--- config.mk ---
export PLATFORM = sky130hd
export DESIGN_NAME = dsea_ram
export DESIGN_NICKNAME = d
export VERILOG_FILES = /design/src/sv/dsea_ram.sv
export SDC_FILE = /design/constraint.sdc
export NUM_CORES = 2
export LEC_CHECK = 0
export BUFFER_PORTS_ARGS = -buffer_cell sky130_fd_sc_hd__buf_2
export CORE_ASPECT_RATIO = 2
export CORE_MARGIN = 2
export CORE_UTILIZATION = 60
export DETAILED_ROUTE_END_ITERATION = 12
export PLACE_DENSITY = 0.77
export SLEW_MARGIN = 20
export SYNTH_ARGS = -nofsm -noshare
export SYNTH_HDL_FRONTEND = slang
export SYNTH_SLANG_ARGS = --single-unit
--- constraint.sdc ---
create_clock -name i_clk -period 9 [get_ports i_clk]
set_input_delay 0 -clock i_clk [delete_from_list [all_inputs] [get_ports i_clk]]
set_output_delay 0 -clock i_clk [all_outputs]
set_load 0.01 [all_outputs]
--- src/sv/dsea_ram.sv ---
// dsea_ram: generic single-write, single-read ram with registered read data
// no dependencies
`timescale 1ns / 1ps
`default_nettype none
module dsea_ram #(
    parameter int WIDTH = 64,
    parameter int DEPTH = 32,
    parameter int AW    = (DEPTH > 1) ? $clog2(DEPTH) : 1
) (
    input  wire logic             i_clk,
    input  wire logic             i_we,
    input  wire logic [AW-1:0]    i_waddr,
    input  wire logic [WIDTH-1:0] i_wdata,
    input  wire logic [AW-1:0]    i_raddr,
    output logic      [WIDTH-1:0] o_rdata
);
    logic [WIDTH-1:0] r_mem [DEPTH];

    always_ff @(posedge i_clk) begin
        if (i_we) begin
            r_mem[i_waddr] <= i_wdata;
        end
        o_rdata <= r_mem[i_raddr];
    end
endmodule
`default_nettype wire

# ---- Yosys cells after proc, flatten, opt, wreduce, memory -nomap -nowiden
# Memory sizes are Yosys's and may differ from the RTL's. A register that Yosys moved wholly into a read port is not among the register bits.
# Cells that the tools add are included.
dict set report word_totals {
  reg_bits 0
  ram_bits 2048
  inputBits 76
  output_inout_bits 64
  wordCells 3
  memories 1
}
dict set report op_classes {
  muxes 2
}
# name words width rd rd_ports_with_merged_regs write_ports line
set mem_list {}
lappend mem_list {r_mem 32 64 1 1 1 17} ;# logic [WIDTH-1:0] r_mem [DEPTH];
# cell count
set op_table {}
lappend op_table {{1-bit 2-to-1 mux} 2}

# ---- Longest topological paths before layout
dict set report depth {
  ltp_word 2
  ltp_mapped 9
  mapped_depth_nobuf 4
}

# ---- Worst setup path before layout
# Ideal clock, no wire load.
dict set report synth_path {
  path_type {in2reg}
  start {input port i_waddr[1]}
  end {memory r_mem[12][0] (enable)}
  setup_time_ps 486
  t_arrival_ps 3336
  required_time_ps 8514
  setup_slack_ps 5178
  path_stages 3
  n_path_buf 1
  cell_sequence {or3b_2 clkbuf_1 nor2_1}
}
# item line
set synth_rtl {}
lappend synth_rtl {{start: declaration} 12} ;# input wire logic [AW-1:0] i_waddr,
lappend synth_rtl {{end: declaration} 17}
# Straight into the memory's write port.

==> summary.md <==
| Metric | Value |
|---|---|
| Worst setup path category | `in -> reg` |
| Synth top cells by count | `2048 x edfxtp_1, 602 x mux4_2, 74 x mux2_2, 65 x buf_2, 64 x dfxtp_1` |
| Slew HR | `20.9%` |
| Sequential share of power | `55.4%` |
| TNS Setup | `0 ps` |
| Slew Limit Fails | `0` |
| Critical path capture point type | `register` |
| Sw Ratio | `20.4%` |
| Vias in the first global route | `38.3k` |
| Post-synth EDFFs | `2048` |
| Syn nets | `3173` |
| Most common cell in the synthesized netlist | `edfxtp_1` |
| CP Launch Type | `primary input` |
| Post-synthesis cell count | `3097` |
| Finished Layout Cells | `5258` |
| Crit-path max FO | `71` |
| Die Width | `261 um` |
| Core area | `131000 um2` |
| Crit path arrival time | `4180 ps` |
| Ys async rst share | `0%` |
| # port buffers | `139` |
| Synth area leaders | `edfxtp_1 78%, mux4_2 17%, dfxtp_1 1.6%` |
| Hold Slack | `34.6 ps` |
| Slowest-stage cell, CP | `buf_4` |
| Sw power | `0.00405 W` |
| Clk pin slew, worst setup/hold paths | `70 ps` |
| Pre-CTS WS | `5250 ps` |
| Detail Placement HPWL | `92.6 mm` |
| Initial Util | `60.3%` |
| Die area | `135000 um2` |
| Most used DFF post-synth | `edfxtp_1` |
| Status | `finished, final reports clean` |
| YS warnings | `0` |
| Chip height | `517 um` |
| RSZ-0062 raised after global routing | `false` |
| Worst Path Required | `9670 ps` |
| Synthesis-stage register bit count | `2112` |
| Share of post-route cells with drive strength above 1 | `33.8%` |
| DR vias/cell | `7.03` |
| Cells along the critical path | `dlygate4sd3_1 -> buf_8 -> buf_4 -> buf_4 -> mux4_2 -> mux4_2 -> mux2_2` |
| H-tree depth | `4` |
| DRT Pass-1 Iters | `5` |
| Max Cap Viol | `0` |
| Final WL | `196 mm` |
| Top-level I/O count | `140` |
| Core Rows | `188` |
| Worst setup margin | `5490 ps` |
| Cell variety after synth | `31` |
| Comb pwr share | `4.8%` |
| CTS sink count | `2112` |
| Via count | `37.0k` |
| Worst Skew | `24.6 ps` |
| Synthesis-to-layout area growth | `12.2%` |
| CTS buffer count | `167` |
| Max IR drop VDD | `218 uV` |
| Top-area cell type share of the netlist area | `77.9%` |
| Final Hold Fails | `0` |
| DRT antenna net count | `0` |
| LEAKAGE | `27.7 nW` |
| Period utilisation layout | `39.0%` |
| Fin nets | `3479` |
| Setup Fix Bufs, Post-CTS | `0` |
| Tot GR Track Use | `30.0%` |
| Syn_area_per_cell | `25.5 um2` |
| Min cycle time layout | `3510 ps` |
| Starting DRT DRC Count | `5021` |
| Gr ovfl total | `0` |
| PD cells | `224 nW/um2` |
| DP Cell Count | `4875` |
| Routability cong. | `0.765` |
| CTS tree | `built` |
| Crit Reg-Reg Startpoint | `r_mem[17][30]` |
| Worst hold path startpoint | `i_raddr[4]` |
| Synth area leader | `edfxtp_1` |
| DRC violations left | `0` |
| CTS root buffer | `clkbuf_16` |
| Clk_lat worst skew | `790 ps` |
| Critical Path Start | `i_raddr[1]` |
| Critical path's largest stage delay | `870 ps` |
| Sequential area share after synthesis | `79.5%` |
| Setup violators final | `0` |
| First-pass GRT wire length | `279 mm` |
| Design area | `88600 um2` |
| Maximum buffer depth of the clock tree | `3` |
| Post_cts resized | `0` |
| Drt wl/cell | `37.4 um` |
| Fmax | `285 MHz` |
| Layout fillers | `7500` |
| Initial antenna violation count | `6` |
| DP Area | `82100 um2` |
| Pint | `0.0158 W` |
| Synth Cell Area | `79000 um2` |
| HP Class | `in -> reg` |
| Post-CTS Hold Buffers | `69` |
| Clock power frac | `39.7%` |
| Measured slew at the worst slew-check pin | `1190 ps` |
| Largest net degree at the start of global routing | `105` |
## state kept, by name, summed over array words and instances (netlist names)
name	cells
r_mem	2048
o_rdata	64
## cells in the final DEF, fill, tap and decap left out, types with 12 or more instances in the layout
cell type	Yosys	final
a221oi_1	12	12
buf_2	65	134
buf_4	14	79
bufinv_16	0	27
clkbuf_1	55	37
clkbuf_16	0	174
clkinv_1	0	12
clkinv_2	0	28
dfxtp_1	64	64
dlygate4sd3_1	0	69
edfxtp_1	2048	2048
mux2_2	74	74
mux2i_1	38	38
mux4_2	602	602
nor2_4	0	32
## layout make-up
| type | instances | area (um2) | share of cell area (%) |
|---|---|---|---|
| inverters | 1 | 3.75 | 0.00424 |
| clock buffers | 221 | 4630 | 5.23 |
| multi-input cells | 828 | 15700 | 17.7 |
| diodes | 4 | 10.0 | 0.0113 |
| clock inverters | 89 | 1220 | 1.38 |
| repair buffers | 293 | 2140 | 2.42 |
| flip-flops and latches | 2112 | 62800 | 70.9 |
| well taps | 1710 | 2140 | 2.41 |
## worst max-delay path: cells and delay by family
family   cells  cell delay [ps]
mux          3             1220
buf+inv      4             2810
## through the flow
stage / power [W] / util, %
global placement: 0.0121 / 62.6
floorplan: 0.0117 / -
finish: 0.0198 / 67.6
global route: 0.0203 / 67.6
detailed placement: 0.0121 / 62.6
CTS: 0.0199 / 67.6
## per-layer routing
layer / part of all wire, % / global-route usage (%) / routed length (um) / up-vias
met3: 9.7 / 5.23 / 19000 / 458
met2: 52 / 51.0 / 103000 / 2710
met4: 3.6 / 10.3 / 7150 / 8
met1: 34 / 39.6 / 67200 / 19734
met5: 0.029 / 0 / 57 / -
li1: - / - / - / 14054
## path summary, 6_finish.rpt
path | end | slack, ps | cells after the start
setup / recovery | o_rdata[57] | 5490 | 7
hold / removal | o_rdata[16] | 30 | 3
setup reg to reg | o_rdata[30] | 7060 | 3
hold reg to reg | o_rdata[0] | 830 | 3
## cell families (layout without fill, tap and decap cells)
group                  Yosys count  in the layout  synth area share (%)
AO/OA/AOI/OAI                   50             50                 0.466
AND/OR/NAND/NOR                 64             64                 0.379
buffers and inverters          157            604                 0.944
multiplexers                   714            714                  18.7
flip-flops                    2112           2112                  79.5
other                            0              4                     0
## power groups by stage
| stage | Sequential, W | Clock [W] | Combinational (W) |
|---|---|---|---|
| floorplan | 0.0112 | 0 | 0.000549 |
| global placement | 0.0112 | 0 | 0.000891 |
| detailed placement | 0.0112 | 0 | 0.000927 |
| CTS | 0.0110 | 0.00793 | 0.000967 |
| global route | 0.0110 | 0.00824 | 0.00102 |
| finish | 0.0110 | 0.00788 | 0.000961 |
(Power assumes the default switching activity.)
